File: src/sv/p1305_pkg.sv
package p1305_pkg;

	localparam int WordW     = 64;
	localparam int BlkW      = 2 * WordW;
	localparam int BlkBytes  = BlkW / 8;
	localparam int CntW      = 5;
	localparam int FullCnt   = 16;
	localparam int LimbW     = 26;
	localparam int NumLimbs  = 5;
	localparam int AccW      = LimbW * NumLimbs;
	localparam int HLimbW    = LimbW + 1;
	localparam int R5W       = LimbW + 3;
	localparam int ProdW     = HLimbW + R5W;
	localparam int ColW      = ProdW + 3;
	localparam int SumW      = ColW + LimbW * (NumLimbs - 1) + 1;
	localparam int FoldMul   = 5;
	localparam int CfgIdxW   = 3;

	localparam logic [WordW-1:0] RClampLo = 64'h0FFF_FFFC_0FFF_FFFF;
	localparam logic [WordW-1:0] RClampHi = 64'h0FFF_FFFC_0FFF_FFFC;

	typedef enum logic [CfgIdxW-1:0] {
		CFG_KEY_R_LOW  = 3'd0,
		CFG_KEY_R_HIGH = 3'd1,
		CFG_KEY_S_LOW  = 3'd2,
		CFG_KEY_S_HIGH = 3'd3
	} cfg_idx_t;

	typedef struct packed {
		logic [BlkW-1:0] r;
		logic [BlkW-1:0] s;
	} key_t;

	// keep the valid bytes and put the pad bit right after them
	function automatic logic [AccW-1:0] pad_block(input logic [BlkW-1:0] blk,
			input logic [CntW-1:0] cnt);
		logic [AccW-1:0] m;
		logic [CntW-1:0] c;
		c = cnt[CntW-1] ? CntW'(FullCnt) : cnt;
		m = '0;
		for (int i = 0; i < BlkBytes; i++) begin
			if (CntW'(i) < c) begin
				m[8*i +: 8] = blk[8*i +: 8];
			end
		end
		m[{c, 3'b000}] = 1'b1;
		return m;
	endfunction

	// (acc + m) * r mod 2^130-5, limb products then three folds at 2^130
	function automatic logic [AccW-1:0] mul_reduce(input logic [AccW-1:0] acc,
			input logic [AccW-1:0] m, input logic [BlkW-1:0] rk);
		logic [NumLimbs-1:0][HLimbW-1:0] h;
		logic [NumLimbs-1:0][LimbW-1:0]  r;
		logic [NumLimbs-1:0][R5W-1:0]    r5;
		logic [NumLimbs-1:0][ColW-1:0]   d;
		logic [AccW-1:0]                 r_ext;
		logic [SumW-1:0]                 t;
		logic [AccW:0]                   f1;
		logic [AccW:0]                   f2;
		logic [AccW:0]                   f3;
		r_ext = AccW'(rk);
		for (int i = 0; i < NumLimbs; i++) begin
			h[i]  = HLimbW'(acc[LimbW*i +: LimbW]) + HLimbW'(m[LimbW*i +: LimbW]);
			r[i]  = r_ext[LimbW*i +: LimbW];
			r5[i] = R5W'(r[i]) * R5W'(FoldMul);
		end
		for (int i = 0; i < NumLimbs; i++) begin
			d[i] = '0;
			for (int j = 0; j < NumLimbs; j++) begin
				if (j <= i) begin
					d[i] = d[i] + ColW'(ProdW'(h[j]) * ProdW'(r[i-j]));
				end else begin
					d[i] = d[i] + ColW'(ProdW'(h[j]) * ProdW'(r5[i+NumLimbs-j]));
				end
			end
		end
		t = '0;
		for (int i = 0; i < NumLimbs; i++) begin
			t = t + (SumW'(d[i]) << (LimbW * i));
		end
		f1 = (AccW+1)'(t[AccW-1:0]) + (AccW+1)'(t[SumW-1:AccW]) * (AccW+1)'(FoldMul);
		f2 = (AccW+1)'(f1[AccW-1:0]) + (AccW+1)'(f1[AccW]) * (AccW+1)'(FoldMul);
		f3 = (AccW+1)'(f2[AccW-1:0]) + (AccW+1)'(f2[AccW]) * (AccW+1)'(FoldMul);
		return f3[AccW-1:0];
	endfunction

	// full reduction below p, then add s mod 2^128
	function automatic logic [BlkW-1:0] final_tag(input logic [AccW-1:0] h,
			input logic [BlkW-1:0] s);
		logic [AccW:0]   g;
		logic [AccW-1:0] hr;
		g  = (AccW+1)'(h) + (AccW+1)'(FoldMul);
		hr = g[AccW] ? g[AccW-1:0] : h;
		return hr[BlkW-1:0] + s;
	endfunction

endpackage

File: src/sv/p1305_keys.sv
module p1305_keys (
	input  logic                               clk,
	input  logic                               arst_n,
	input  logic                               cfg_valid,
	output logic                               cfg_ready,
	input  logic [p1305_pkg::CfgIdxW-1:0]      cfg_index,
	input  logic [p1305_pkg::WordW-1:0]        cfg_data,
	output p1305_pkg::key_t                    key
);

	logic [p1305_pkg::WordW-1:0] r_lo_q;
	logic [p1305_pkg::WordW-1:0] r_hi_q;
	logic [p1305_pkg::WordW-1:0] s_lo_q;
	logic [p1305_pkg::WordW-1:0] s_hi_q;

	assign cfg_ready = 1'b1;

	// r is stored already clamped
	always_ff @(posedge clk or negedge arst_n) begin
		if (!arst_n) begin
			r_lo_q <= '0;
			r_hi_q <= '0;
			s_lo_q <= '0;
			s_hi_q <= '0;
		end else if (cfg_valid && cfg_ready) begin
			unique case (p1305_pkg::cfg_idx_t'(cfg_index))
				p1305_pkg::CFG_KEY_R_LOW:  r_lo_q <= cfg_data & p1305_pkg::RClampLo;
				p1305_pkg::CFG_KEY_R_HIGH: r_hi_q <= cfg_data & p1305_pkg::RClampHi;
				p1305_pkg::CFG_KEY_S_LOW:  s_lo_q <= cfg_data;
				p1305_pkg::CFG_KEY_S_HIGH: s_hi_q <= cfg_data;
				default: ;
			endcase
		end
	end

	assign key.r = {r_hi_q, r_lo_q};
	assign key.s = {s_hi_q, s_lo_q};

endmodule

File: config.mk
export PLATFORM = sky130hd
export DESIGN_NAME = p1305_keys
export DESIGN_NICKNAME = d
export VERILOG_FILES = /design/src/sv/p1305_pkg.sv /design/src/sv/p1305_keys.sv
export SDC_FILE = /design/constraint.sdc
export NUM_CORES = 1
export LEC_CHECK = 0
export BUFFER_PORTS_ARGS = -buffer_cell sky130_fd_sc_hd__buf_2
export CORE_ASPECT_RATIO = 0.8
export CORE_UTILIZATION = 46
export CTS_CLUSTER_SIZE = 24
export DETAILED_ROUTE_END_ITERATION = 6
export PLACE_DENSITY = 0.77
export RECOVER_POWER = 25
export SETUP_SLACK_MARGIN = 0.05
export SKIP_LAST_GASP = 1
export SLEW_MARGIN = 20
export SYNTH_ARGS = -nofsm -noshare
export SYNTH_HDL_FRONTEND = slang
export SYNTH_SLANG_ARGS = --single-unit
File: constraint.sdc
create_clock -name clk -period 0.85 [get_ports clk]
set_clock_uncertainty 0.1 [all_clocks]
set_input_delay 0.0425 -clock clk [delete_from_list [all_inputs] [get_ports clk]]
set_output_delay 0.0425 -clock clk [all_outputs]
set_load 0.01 [all_outputs]
[Word level (Yosys, flattened, before mapping)]
Index checks and enable logic that the tools add are counted.
Cells by class
  $add $sub $neg: 0
  multipliers: 0
  div/mod/pow operators: 0
  order comparisons: 0
  eq/ne operators: 3
  shifts and indexed selects: 0
  multiplexer cells: 0
  bitwise logic cells: 0
  reduce and logical (&&, ||, !) cells: 5
Operators by type and width (count)
  $reduce_and 2->1: 4
  $eq 3x2->1 const B: 2
  $eq 3x1->1 const B: 1
  $logic_not 3->1: 1
Storage, ports and cells
  bits in registers: 234
  bits in latches: 0
  bits in writable memories: 0
  bits in read-only memories: 0
  input bits: 70
  output and inout bits: 257
  word-level logic and storage cells: 12
  memories kept: 0

[Depth between registers and ports, before layout]
  depth in word-level cells: 2
  gate-level depth with buffers: 4

[Worst setup path after synthesis]
No wires, ideal clock.
  kind: input to register
  from: in cfg_index[1] (netlist name)
  to: reg r_lo_q[10] (netlist name)
  arrival: 0.968 ns
  data required time: 0.625 ns
  setup slack: -0.343 ns
  stages on the path: 4
  path buffers: 2
  cells stage by stage: nor4b_2 -> buf_6 -> buf_12 -> mux2_4
Between the ends
  longest elaborated chain between the ends: 2
RTL lines
  from (decl): line p1305_keys.sv:6  | input logic [p1305_pkg::CfgIdxW-1:0] cfg_index,
  $logic_not 3->1: line p1305_keys.sv:26  | unique case (p1305_pkg::cfg_idx_t'(cfg_index))
  $reduce_and 2->1 (no line)
  to (signal assigned): line p1305_keys.sv:27  | p1305_pkg::CFG_KEY_R_LOW: r_lo_q <= cfg_data & p1305_pkg::RClampLo;
  to (decl): line p1305_keys.sv:11  | logic [p1305_pkg::WordW-1:0] r_lo_q;
No other way between the ends.
A chain may end at the register's enable or synchronous reset.

[Final worst setup path]
  from: reg r_hi_q[8] (netlist name)
  to: out key[200] (netlist name)
RTL lines
  from (decl): line p1305_keys.sv:12  | logic [p1305_pkg::WordW-1:0] r_hi_q;
  from (signal assigned): line p1305_keys.sv:28  | p1305_pkg::CFG_KEY_R_HIGH: r_hi_q <= cfg_data & p1305_pkg::RClampHi;
  to (decl): line p1305_keys.sv:8  | output p1305_pkg::key_t key
No word-level cell between the ends.

==> metrics.txt <==
status=finished with violations; violated checks=setup timing; Hold Path Class=input pin to async pin; sequential area share after synthesis=60.3%; I/O Pins=327; RSZ-0062 raised after global routing=yes; FP Rows=47; slew margin rel.=55.8%; Max FO, Critical Path=2; power density over the cells=2590 nW/um2; Post-Place Setup Slack=-0.581 ns; Initial Util=46.9%; top cell type by total area after synthesis=dfrtp_1; core area=20700 um2; Post-Route WL=34300 um; growth of design area from synthesis to finish=69.0%; wire per inst=24.2 um; vias=7118; fin worst setup slack=-0.489 ns; most frequent cells after synthesis=dfrtp_1 (234), mux2_4 (160), mux2_2 (74), buf_4 (23), buf_6 (14); antenna diode count=0; Peak VDD IR=2.06 mV; PortBufs=303; Netlist cell types=11; DP Area=11800 um2; Util after Layout=79.2%; CP Data Arrival Time=1.20 ns; First DRT Iteration DRCs=353; TNS Setup=-113.35 ns; synth top area cells=dfrtp_1 (60%), mux2_4 (25%), mux2_2 (8.6%), buf_12 (2.3%), buf_4 (1.8%); pin count of the biggest net entering global routing=38; # setup viols final=546; share of cells above drive strength 1=71.3%; Worst Tran Pin Value=0.663 ns; post-route minimum period=1.34 ns; drt pass-1 iters=4; synthesized area=9700 um2; EDFF count, synth=0; Hold Fails Final Rpt=0; Clock Sinks=234; global-route wire length before repair=44700 um; DRC viols=0; hold buffer count at cts=65; Bufs on Longest Clock Path=3; Max Fclk=0.747 GHz; CTS buffer count=24; syn_area_per_cell=18.6 um2; Die Wd=164 um; design area=16400 um2; routability cong.=0.788; total power draw=42.4 mW; DRT antenna net count=0; Clock Latency Late Sink=0.51 ns; max cap viols=0; final period utilization=158%; vias in the first global route=7650; Post-DP HPWL=15400 um; CP required=0.71 ns; worst setup path class=flip-flop to output pin; reg2reg path depth=3; LEAKAGE=8.30 nW; Top FF cell, synth=dfrtp_1; Via density=5.02; GRT Total Usage=27.0%; CTS tree=yes; Die H=132 um; Reg clk slew, reported paths=0.07 ns; count leader, synth=dfrtp_1; Startpoint Class=flip-flop; ys async rst share=100%; fin nets=1200; Seq cells post-synth=234; initial antenna violation count=0; H-tree Lvls=1; share of the synthesized area in the top cell type=60.3%; die area=21700 um2; total gr overflow=0; Mapped Cells=523; fin. max-slew vios=0; Worst setup EP type=output pin; root buf cell=clkbuf_16; Synth Warn #=0
[cell usage in the layout, fill, tap and decap left out, drive strengths merged]
cell type / count
conb: 23
and4bb: 2
dfrtp: 234
clkinv: 4
nand4b: 1
dlygate4sd3: 65
bufinv: 2
mux2: 234
clkbuf: 42
nor4b: 1
buf: 540
[timing repair]
action	4_1_cts	5_1_grt
setup buffers	108	114
gates resized for setup	229	166
endpoints found under the setup margin	468	468
hold endpoints to repair	468	22
pin swaps	2	2
gates cloned	6	2
[worst max-delay path, stage by stage (launching register included)]
cell and delay [ns]:
dfrtp_1 0.44, buf_6 0.14, buf_6 0.11
[final timing paths]
| kind | slack (ns) | start | to |
|---|---|---|---|
| worst max register to register | -0.31 | r_lo_q[12] | r_lo_q[12] |
| max in group asynchronous | -0.06 | arst_n | s_lo_q[27] |
| worst max-delay path | -0.49 | r_hi_q[8] | key[200] |
| worst min-delay path | 0.04 | arst_n | s_lo_q[17] |
| worst min register to register | 0.41 | s_hi_q[33] | s_hi_q[33] |
| min in group clk | 0.18 | cfg_index[2] | r_lo_q[49] |
[routing by layer]
metal,track usage [%],routed length [um],vias to the layer above,share of wire (%)
met3,5.98,2430,81,7.1
met1,34.1,13500,3679,39
met4,7.75,1100,0,3.2
met2,46.4,17300,359,50
li1,-,-,2999,-
met5,0,0,-,0
[state kept, by name, indices dropped and copies added, names as in the netlist]
name,cells
r_lo_q,54
s_lo_q,64
r_hi_q,52
s_hi_q,64
[layout make-up]
class | instances | area, um2
tap | 269 | 337
timing repair buffer | 609 | 5760
multi-input combinational | 261 | 3640
fill | 987 | 4300
clock inverter | 6 | 80.1
clock buffer | 38 | 734
sequential | 234 | 5860
[cell families (layout without fill, tap and decap cells)]
group | count (synthesis) | after routing | share of synthesized area [%]
muxes | 234 | 234 | 33.3
DFF | 234 | 234 | 60.3
buffers and inverters | 49 | 653 | 5.73
and+or+nand+nor | 4 | 4 | 0.503
other | 2 | 23 | 0.0774
[report_power, final]
part | total, mW | internal [mW] | switching, mW
registers | 15.8 | 13.6 | 2.18
logic | 15.5 | 10.2 | 5.34
clock network | 11.1 | 6.53 | 4.58
total | 42.4 | 30.3 | 12.1
[stage by stage]
step,std cells,hold WS (ns)
2_1_floorplan,544,-0.353
3_3_place_gp,1134,-0.144
3_5_place_dp,1134,-0.147
4_1_cts,1357,-0.0937
5_1_grt,1417,0.0696
6_report,1417,0.0433
Note: power is estimated with default switching activity, not from simulation.
