### src/sv/p1305_pkg.sv
package p1305_pkg;

	localparam int WordW     = 64;
	localparam int BlkW      = 2 * WordW;
	localparam int BlkBytes  = BlkW / 8;
	localparam int CntW      = 5;
	localparam int FullCnt   = 16;
	localparam int LimbW     = 26;
	localparam int NumLimbs  = 5;
	localparam int AccW      = LimbW * NumLimbs;
	localparam int HLimbW    = LimbW + 1;
	localparam int R5W       = LimbW + 3;
	localparam int ProdW     = HLimbW + R5W;
	localparam int ColW      = ProdW + 3;
	localparam int SumW      = ColW + LimbW * (NumLimbs - 1) + 1;
	localparam int FoldMul   = 5;
	localparam int CfgIdxW   = 3;

	localparam logic [WordW-1:0] RClampLo = 64'h0FFF_FFFC_0FFF_FFFF;
	localparam logic [WordW-1:0] RClampHi = 64'h0FFF_FFFC_0FFF_FFFC;

	typedef enum logic [CfgIdxW-1:0] {
		CFG_KEY_R_LOW  = 3'd0,
		CFG_KEY_R_HIGH = 3'd1,
		CFG_KEY_S_LOW  = 3'd2,
		CFG_KEY_S_HIGH = 3'd3
	} cfg_idx_t;

	typedef struct packed {
		logic [BlkW-1:0] r;
		logic [BlkW-1:0] s;
	} key_t;

	// keep the valid bytes and put the pad bit right after them
	function automatic logic [AccW-1:0] pad_block(input logic [BlkW-1:0] blk,
			input logic [CntW-1:0] cnt);
		logic [AccW-1:0] m;
		logic [CntW-1:0] c;
		c = cnt[CntW-1] ? CntW'(FullCnt) : cnt;
		m = '0;
		for (int i = 0; i < BlkBytes; i++) begin
			if (CntW'(i) < c) begin
				m[8*i +: 8] = blk[8*i +: 8];
			end
		end
		m[{c, 3'b000}] = 1'b1;
		return m;
	endfunction

	// (acc + m) * r mod 2^130-5, limb products then three folds at 2^130
	function automatic logic [AccW-1:0] mul_reduce(input logic [AccW-1:0] acc,
			input logic [AccW-1:0] m, input logic [BlkW-1:0] rk);
		logic [NumLimbs-1:0][HLimbW-1:0] h;
		logic [NumLimbs-1:0][LimbW-1:0]  r;
		logic [NumLimbs-1:0][R5W-1:0]    r5;
		logic [NumLimbs-1:0][ColW-1:0]   d;
		logic [AccW-1:0]                 r_ext;
		logic [SumW-1:0]                 t;
		logic [AccW:0]                   f1;
		logic [AccW:0]                   f2;
		logic [AccW:0]                   f3;
		r_ext = AccW'(rk);
		for (int i = 0; i < NumLimbs; i++) begin
			h[i]  = HLimbW'(acc[LimbW*i +: LimbW]) + HLimbW'(m[LimbW*i +: LimbW]);
			r[i]  = r_ext[LimbW*i +: LimbW];
			r5[i] = R5W'(r[i]) * R5W'(FoldMul);
		end
		for (int i = 0; i < NumLimbs; i++) begin
			d[i] = '0;
			for (int j = 0; j < NumLimbs; j++) begin
				if (j <= i) begin
					d[i] = d[i] + ColW'(ProdW'(h[j]) * ProdW'(r[i-j]));
				end else begin
					d[i] = d[i] + ColW'(ProdW'(h[j]) * ProdW'(r5[i+NumLimbs-j]));
				end
			end
		end
		t = '0;
		for (int i = 0; i < NumLimbs; i++) begin
			t = t + (SumW'(d[i]) << (LimbW * i));
		end
		f1 = (AccW+1)'(t[AccW-1:0]) + (AccW+1)'(t[SumW-1:AccW]) * (AccW+1)'(FoldMul);
		f2 = (AccW+1)'(f1[AccW-1:0]) + (AccW+1)'(f1[AccW]) * (AccW+1)'(FoldMul);
		f3 = (AccW+1)'(f2[AccW-1:0]) + (AccW+1)'(f2[AccW]) * (AccW+1)'(FoldMul);
		return f3[AccW-1:0];
	endfunction

	// full reduction below p, then add s mod 2^128
	function automatic logic [BlkW-1:0] final_tag(input logic [AccW-1:0] h,
			input logic [BlkW-1:0] s);
		logic [AccW:0]   g;
		logic [AccW-1:0] hr;
		g  = (AccW+1)'(h) + (AccW+1)'(FoldMul);
		hr = g[AccW] ? g[AccW-1:0] : h;
		return hr[BlkW-1:0] + s;
	endfunction

endpackage

### src/sv/p1305_tag.sv
module p1305_tag (
	input  logic                               clk,
	input  logic                               arst_n,
	input  logic                               fin_valid,
	output logic                               fin_ready,
	input  logic [p1305_pkg::AccW-1:0]         fin_h,
	input  p1305_pkg::key_t                    key,
	output logic                               out_valid,
	input  logic                               out_ready,
	output logic [p1305_pkg::WordW-1:0]        tag_low,
	output logic [p1305_pkg::WordW-1:0]        tag_high
);

	logic                        s2_valid_q;
	logic [p1305_pkg::AccW-1:0]  h_s2;
	logic                        out_valid_q;
	logic [p1305_pkg::BlkW-1:0]  tag_q;
	logic [p1305_pkg::BlkW-1:0]  tag_d;
	logic                        s2_adv;

	assign tag_d     = p1305_pkg::final_tag(h_s2, key.s);
	assign s2_adv    = s2_valid_q && (!out_valid_q || out_ready);
	assign fin_ready = !s2_valid_q || s2_adv;

	always_ff @(posedge clk or negedge arst_n) begin
		if (!arst_n) begin
			s2_valid_q  <= 1'b0;
			out_valid_q <= 1'b0;
		end else begin
			if (fin_valid && fin_ready) begin
				s2_valid_q <= 1'b1;
			end else if (s2_adv) begin
				s2_valid_q <= 1'b0;
			end
			if (s2_adv) begin
				out_valid_q <= 1'b1;
			end else if (out_ready) begin
				out_valid_q <= 1'b0;
			end
		end
	end

	always_ff @(posedge clk) begin
		if (fin_valid && fin_ready) begin
			h_s2 <= fin_h;
		end
		if (s2_adv) begin
			tag_q <= tag_d;
		end
	end

	assign out_valid = out_valid_q;
	assign tag_low   = tag_q[p1305_pkg::WordW-1:0];
	assign tag_high  = tag_q[p1305_pkg::BlkW-1:p1305_pkg::WordW];

endmodule

### config.mk
export PLATFORM = sky130hd
export DESIGN_NAME = p1305_tag
export DESIGN_NICKNAME = d
export VERILOG_FILES = /design/src/sv/p1305_pkg.sv /design/src/sv/p1305_tag.sv
export SDC_FILE = /design/constraint.sdc
export NUM_CORES = 1
export LEC_CHECK = 0
export ABC_AREA = 1
export BUFFER_PORTS_ARGS = -buffer_cell sky130_fd_sc_hd__clkbuf_2
export CAP_MARGIN = 20
export CORE_UTILIZATION = 43
export CTS_BUF_LIST = sky130_fd_sc_hd__clkbuf_8
export CTS_CLUSTER_DIAMETER = 80
export DETAILED_ROUTE_END_ITERATION = 10
export PLACE_DENSITY = 0.7
export SKIP_LAST_GASP = 1
export SLEW_MARGIN = 20
export SYNTH_ARGS = -nofsm -noshare
export SYNTH_HDL_FRONTEND = slang
export SYNTH_SLANG_ARGS = --single-unit
export TNS_END_PERCENT = 10
### constraint.sdc
create_clock -name clk -period 8.2 [get_ports clk]
set_input_delay 2.46 -clock clk [delete_from_list [all_inputs] [get_ports clk]]
set_output_delay 2.46 -clock clk [all_outputs]
set_load 0.02 [all_outputs]
* After elaboration in Yosys (flattened, before gate mapping)
Index checks and enable logic that the tools add are counted.
W data, S select, Z words.
** Word-level totals
- Register bits after elaboration :: 260
- Bits of input ports :: 390
- Output and inout bits :: 130
- Word-level logic and storage cells :: 19
** Operators by class
- Add/sub/neg operators :: 2
- Muxes and demuxes :: 5
- Reduce and logical (&&, ||, !) cells :: 8
** Operators by type and width (count)
- $add A130 B3 Y131 const B :: 1
- $add A128 B128 Y128 :: 1
- $mux W128 :: 1
- $mux W1 :: 4
- $reduce_bool A2 Y1 :: 2
- $logic_and A1 B1 Y1 :: 2
- $logic_not A1 Y1 :: 2
- $logic_or A1 B1 Y1 :: 2

* Longest topological paths before layout
Gate-level depths: netlist of run 1.
- Depth in word-level cells :: 6
- Depth in mapped cells :: 29
- Depth with buffers taken out :: 27

* Worst setup path before layout of run 1
No wires, ideal clock.
- Path kind :: input port to flip-flop
- Start point :: in out_ready
- End point :: reg tag_q[0] (netlist bit), enable pin
- Setup time :: 0.658 ns
- Arrival :: 8.659 ns
- Data required time :: 7.542 ns
- Path slack :: -1.117 ns
- Cell stages on the path :: 2
- Path buffers :: 0
- Path through :: inv_1 a21oi_1
** Between the ends
- Word-level cells in the longest chain between the ends :: 2
** RTL lines
- from (decl) :: RTL line p1305_tag.sv:9 : input logic out_ready,
- $logic_or A1 B1 Y1 :: RTL line p1305_tag.sv:22 : assign s2_adv = s2_valid_q && (!out_valid_q || out_ready);
- $logic_and A1 B1 Y1 :: RTL line p1305_tag.sv:22
- via s2_adv :: RTL line p1305_tag.sv:19 : logic s2_adv;
- to (signal assigned) :: RTL line p1305_tag.sv:48 : tag_q <= tag_d;
- to (decl) :: RTL line p1305_tag.sv:17 : logic [p1305_pkg::BlkW-1:0] tag_q;
The timed path passes the listed nets, and every way through them passes these cells.
A chain may end at the register's enable or synchronous reset.

* Worst setup path in the final report of run 1
- Start point :: in out_ready
- End point :: out fin_ready
** Between the ends
- Word-level cells in the longest chain between the ends :: 3
** RTL lines
- $logic_or A1 B1 Y1 :: RTL line p1305_tag.sv:22
- $logic_and A1 B1 Y1 :: RTL line p1305_tag.sv:22
- $logic_or A1 B1 Y1 :: RTL line p1305_tag.sv:23 : assign fin_ready = !s2_valid_q || s2_adv;
- to (decl) :: RTL line p1305_tag.sv:5 : output logic fin_ready,
No other way between the ends.

==> results.ini, run 1 <==
[timing]
setup_ws_ns = 2.79
grt_setup_unrepaired = no
setup_violations = 0
slew_viol_final = 0
fmax_mhz = 185
hold_viol_final = 0
post-route-min-period_ns = 5.41
finalClockSkew_ns = 0.00918
fin_tns_setup_ns = 0
fin_crit_sh_pct = 66.0
tightest_slew_ns = 0.942
max_slew_margin_pct = 37.0

[cts]
cts.path.max_buffers = 3
cts_setup_buffers = 0
hold_buffers = 0
path_clk_slew_ns = 0.06
cts_tree = yes
cts_max_level = 2
cts_sinks = 260
cts_buffers = 42
cts_resized = 0
clock_latency_ns = 0.60
cts_root_buf = clkbuf_8

[power]
ir_drop_uv = 121
sw_frac_of_total_pct = 39.1
switching_power_mw = 1.74
p_seq_share_pct = 39.2
power.density_mw_per_mm2 = 165
internal_power_mw = 2.70
p_comb_share_pct = 36.4
clockPowerShare_pct = 24.4
p_leak_nw = 16.0

[final_layout]
areaGrowthSynthToFinish_pct = 15.6
instances_no_fill = 4918
mostFrequentLayoutCell = nand2_1
layout.nets = 4728
mostFrequentLayoutCells = nand2_1 (1583), inv_1 (987), clkbuf_2 (391), nor2_1 (390), edfxtp_1 (258)
design_area_mm2 = 0.0268
n_fill_cell = 5691
drive_above_1_share_pct = 11.9

[routing]
vias = 23600
avgViaCountPerCell = 4.80
drt_wl_total_um = 87100
drc = 0
ant_nets = 0
drtPass1Iterations = 6
first_iter_violations = 2335
wl_per_cell_um = 17.7

[logic_synthesis]
avgSynthCellArea_um2 = 6.16
ys_types = 30
syn-num-nets = 4300
synth_area_mm2 = 0.0232
yosys_warnings = 0
synth_seq_cells = 260
yosysSeqAreaShare_pct = 33.6
synthCells = 3767

[status]
status = finished clean

[worst_setup_path]
startpoint = out_ready
required_ns = 5.74
crit_type = in -> out
arrival_ns = 2.95
worst-r2r-setup-slack_ns = 2.83
cp-endpoint = fin_ready
end_kind = output port
critPathMaxFanout = 3
rr_startpoint = h_s2[0]
reg2regPathDepth = 25
start_kind = input port
r2r-end = tag_q[125]

[place]
place.gp.congestion = 1.03
hpwl_um = 76300
place_area_mm2 = 0.0260
pre_cts_ws_ns = 2.79
dpl.cell_count = 4839
port_buffers = 391

[job]
maxCapViolations = 0

[grt]
grt_pass1_wl_um = 126000
grt_use_total_pct = 31.5
gr-total-overflow = 0
grt_max_degree = 76
grt_pass1_vias = 21100
antenna_found_initial = 6

[die]
die_height_um = 234
die_x_um = 234
boundaryPins = 520
core_area_mm2 = 0.0530
dieArea_mm2 = 0.0549
start_util_pct = 43.8
fp-row-count = 84

[worst_hold_path]
min_path_type = reg -> reg

worst max-delay path, stage by stage:
cell and delay [ns]:
clkbuf_2 0.08, inv_1 0.11, nand3_1 0.12, clkbuf_2 0.18
power groups by stage:
stage / sequential (mW) / clock [mW] / combinational [mW]
2_1_floorplan: 1.90 / 0 / 0.838
3_5_place_dp: 1.77 / 0 / 1.57
3_3_place_gp: 1.76 / 0 / 1.57
6_report: 1.74 / 1.08 / 1.62
4_1_cts: 1.74 / 1.11 / 1.58
5_1_grt: 1.75 / 1.16 / 1.76
through the flow:
step / util [%] / power (mW) / hold WS (ns)
after detailed placement: 49.1 / 3.34 / 0.502
after CTS: 50.6 / 4.43 / 0.517
after global routing: 50.6 / 4.67 / 0.556
after floorplan: - / 2.73 / 0.458
after global placement: 49.1 / 3.34 / 0.497
final: 50.6 / 4.44 / 0.516
registers in the layout (all words and copies together) (netlist names):
register    cells
out_valid       1
h_s2          130
s2_valid_q      1
tag_q         128
cell families after synthesis:
group / share of synthesized area [%]
and+or+nand+nor: 36.5
buffers and inverters: 16.1
DFF: 33.6
adders and majority gates: 7.75
AOI/OAI and AO/OA: 2.96
xor gates and xnor gates: 3.02
Yosys cell counts:
cell type	number	area [µm²]
nand2_1	1584	5950
inv_1	977	3670
nor2_1	390	1460
edfxtp_1	258	7750
ha_1	142	1780
a21oi_1	100	500
nand3_1	88	440
xor2_1	77	674
nor3_1	26	130
o21ai_0	24	120
nand4_1	23	144
nor2_2	14	87.6
nand2_2	8	50.1
nand3_2	8	80.1
buf_2	7	35.0
nor3_2	6	60.1
o21bai_1	6	45.0
inv_2	5	18.8
and2_1	4	25.0
buf_1	4	15.0
xnor2_1	3	26.3
clkbuf_1	2	7.51
dfrtp_1	2	50.1
nand3b_1	2	15.0
or2_2	2	12.5
a21o_1	1	7.51
a31oi_1	1	6.26
fa_1	1	20.0
nor3_4	1	16.3
o21a_1	1	7.51
routing by layer:
| layer | wire length (µm) | global-route usage (%) | up-vias |
|---|---|---|---|
| li1 | - | - | 12000 |
| met4 | 1820 | 7.47 | 4 |
| met1 | 41800 | 48.0 | 10700 |
| met5 | 29 | 0 | - |
| met3 | 7340 | 3.94 | 89 |
| met2 | 36100 | 46.8 | 887 |
area by class of cell:
| cell class | instances | area, µm² | area share [%] |
|---|---|---|---|
| Multi-Input combinational cell | 2512 | 11700 | 43.5 |
| Sequential cell | 260 | 7800 | 29.1 |
| Inverter | 982 | 3690 | 13.8 |
| Timing Repair Buffer | 397 | 2000 | 7.46 |
| Tap cell | 688 | 861 | 3.21 |
| Clock buffer | 43 | 592 | 2.21 |
| Clock inverter | 32 | 201 | 0.751 |
| Antenna cell | 4 | 10.0 | 0.0373 |
how the worst min path moves through the flow:
stage | cells after the start | slack (ns) | startpoint | to
CTS | 2 | 0.52 | s2_valid_q | out_valid
global placement | 2 | 0.50 | s2_valid_q | out_valid
detailed placement | 2 | 0.50 | s2_valid_q | out_valid
finish | 2 | 0.52 | s2_valid_q | out_valid
global route | 2 | 0.56 | s2_valid_q | out_valid
floorplan | 2 | 0.46 | s2_valid_q | out_valid
No activity file was read; power rests on OpenSTA's default activity.
==> inputs of run 2 (changes only) <==
==> constraint.sdc (replaced) <==
create_clock -name clk -period 5.05 [get_ports clk]
set_input_delay 1.515 -clock clk [delete_from_list [all_inputs] [get_ports clk]]
set_output_delay 1.515 -clock clk [all_outputs]
set_load 0.02 [all_outputs]
==> run 2 against run 1 <==
  * Sequential cell count did not move
  * Register-to-register slack worse by 2.6 ns
  * Global-route usage is 0.74 points higher
  * Sequential share of layout area fell by 0.14 points
  * Die area stayed put
  * Critical path depth increased by 19
  * Worst hold slack worse by 0.010 ns
  * Wire length up 2.1%
==> results.ini, run 2 (synthesized netlist as in run 1, its figures left out) <==
[status]
status = finished clean

[routing]
avgViaCountPerCell = 4.79
ant_nets = 0
drc = 0
drtPass1Iterations = 8
wl_per_cell_um = 18.0
first_iter_violations = 2180
vias = 23600
drt_wl_total_um = 89000

[grt]
grt_util_met1_pct = 48.0
use_met3_pct = 4.84
busiest_layer = met2
grt_pass1_vias = 21600
gr-total-overflow = 0
grt_max_degree = 54
antenna_found_initial = 8
grt_pass1_wl_um = 128000
grt_util_met2_pct = 49.3
grt_use_total_pct = 32.3

[timing]
tightest_slew_ns = 1.13
fin_tns_setup_ns = 0
max_slew_margin_pct = 24.4
grt_setup_unrepaired = yes
setup_violations = 0
slew_viol_final = 0
post-route-min-period_ns = 4.79
finalClockSkew_ns = 0.0220
hold_viol_final = 0
fin_crit_sh_pct = 94.9
fmax_mhz = 209

[worst_hold_path]
min_from = s2_valid_q
whs_endpoint = out_valid
hold_depth = 2
min_path_type = reg -> reg

[cts]
cts_root_buf = clkbuf_8
cts.path.max_buffers = 3
path_clk_slew_ns = 0.06
cts_sinks = 260
hold_buffers = 0
cts_buffers = 43
clock_latency_ns = 0.62
cts_tree = yes
cts_max_level = 2

[worst_setup_path]
arrival_ns = 5.14
start_kind = flip-flop
rr_startpoint = h_s2[0]
r2r-end = tag_q[119]
critPathMaxFanout = 17
worst-r2r-setup-slack_ns = 0.26
crit_type = reg -> reg
required_ns = 5.40
reg2regPathDepth = 23
end_kind = flip-flop

[place]
place_area_mm2 = 0.0262
hpwl_um = 78400
place.gp.congestion = 1.01
port_buffers = 391

[final_layout]
layout.nets = 4741
mostFrequentLayoutCell = nand2_1
design_area_mm2 = 0.0270
drive_above_1_share_pct = 12.0
areaGrowthSynthToFinish_pct = 16.2
largest_reg_flops = 130
regMostFlops = h_s2
largestRegisters = h_s2: 130 flops, tag_q: 128 flops
mostFrequentLayoutCells = nand2_1 (1583), inv_1 (991), clkbuf_2 (391), nor2_1 (390), edfxtp_1 (258)
fin_util_pct = 50.9

[power]
power.density_mw_per_mm2 = 268
ir_drop_uv = 267
p_leak_nw = 16.1
finalPower_mw = 7.21

[die]
dieArea_mm2 = 0.0549
die_height_um = 234
boundaryPins = 520
core_area_mm2 = 0.0530
fp-row-count = 84
die_x_um = 234
start_util_pct = 43.8

[job]
maxCapViolations = 0

==> run 2: cell types whose count changed in the layout (fill, tap and decap cells not counted), sizes merged <==
cell,delta
diode,+2
inv,+4
buf,+12
clkinv,-1
clkbuf,+5
bufinv,-2
clkinvlp,-4
==> run 2: cell type report <==
cell class	count	area, µm²
Inverter	982	3690
Multi-Input combinational cell	2512	11700
Tap cell	688	861
Clock inverter	29	115
Timing Repair Buffer	409	2150
Antenna cell	6	15.0
Fill cell	5714	26000
Sequential cell	260	7800
Clock buffer	48	661
==> run 2: how the worst max path moves through the flow <==
| stage | startpoint | endpoint | slack (ns) | cells past startpoint |
|---|---|---|---|---|
| floorplan | out_ready | h_s2[0] | 0.13 | 4 |
| global placement | h_s2[0] | tag_q[114] | 0.44 | 21 |
| detailed placement | h_s2[0] | tag_q[121] | 0.41 | 24 |
| CTS | h_s2[0] | tag_q[121] | 0.38 | 24 |
| global route | h_s2[0] | tag_q[115] | -0.005 | 23 |
| finish | h_s2[0] | tag_q[119] | 0.26 | 23 |
==> run 2: through the flow <==
| step | std cells | hold WS (ns) | setup slack, ns |
|---|---|---|---|
| finish | 4934 | 0.506 | 0.256 |
| global route | 4933 | 0.548 | -0.00490 |
| CTS | 4928 | 0.511 | 0.380 |
| detailed placement | 4851 | 0.498 | 0.405 |
| global placement | 4851 | 0.485 | 0.437 |
| floorplan | 3767 | 0.478 | 0.132 |
==> run 2: power breakdown <==
part / total [mW] / internal [mW] / switching, mW
combinational: 2.67 / 0.773 / 1.90
clock: 1.72 / 0.866 / 0.854
sequential: 2.82 / 2.73 / 0.0938
==> run 2: per-layer routing <==
| layer | wire length, µm | share of wire [%] | up-vias |
|---|---|---|---|
| met5 | 37 | 0.042 | - |
| met4 | 1240 | 1.4 | 4 |
| met3 | 7190 | 8.1 | 90 |
| met2 | 38200 | 43 | 859 |
| met1 | 42400 | 48 | 10700 |
| li1 | - | - | 12000 |
==> run 2: repair_timing <==
item | CTS | global route
setup endpoints to repair | 0 | 11
resized for setup | 0 | 2
setup buffers | 0 | 0
==> run 2: critical path, cell delays in order, from the launching register on <==
cell and delay (ns):
edfxtp_1 0.39, ha_1 0.19, nor2_1 0.07, nor2_1 0.16, nand3_1 0.18, nor2_1 0.32, nand3_1 0.12, nor2_1 0.17
nand2_2 0.27, buf_4 0.31, nand2_1 0.08, inv_1 0.04, ha_1 0.43, nand2_1 0.14, nor2_1 0.30, nand2_1 0.13
inv_1 0.18, nand2_1 0.07, nand3_1 0.26, nand3_1 0.11, nand2_1 0.28, nand2_1 0.12, nand3_1 0.10, nand2_1 0.07
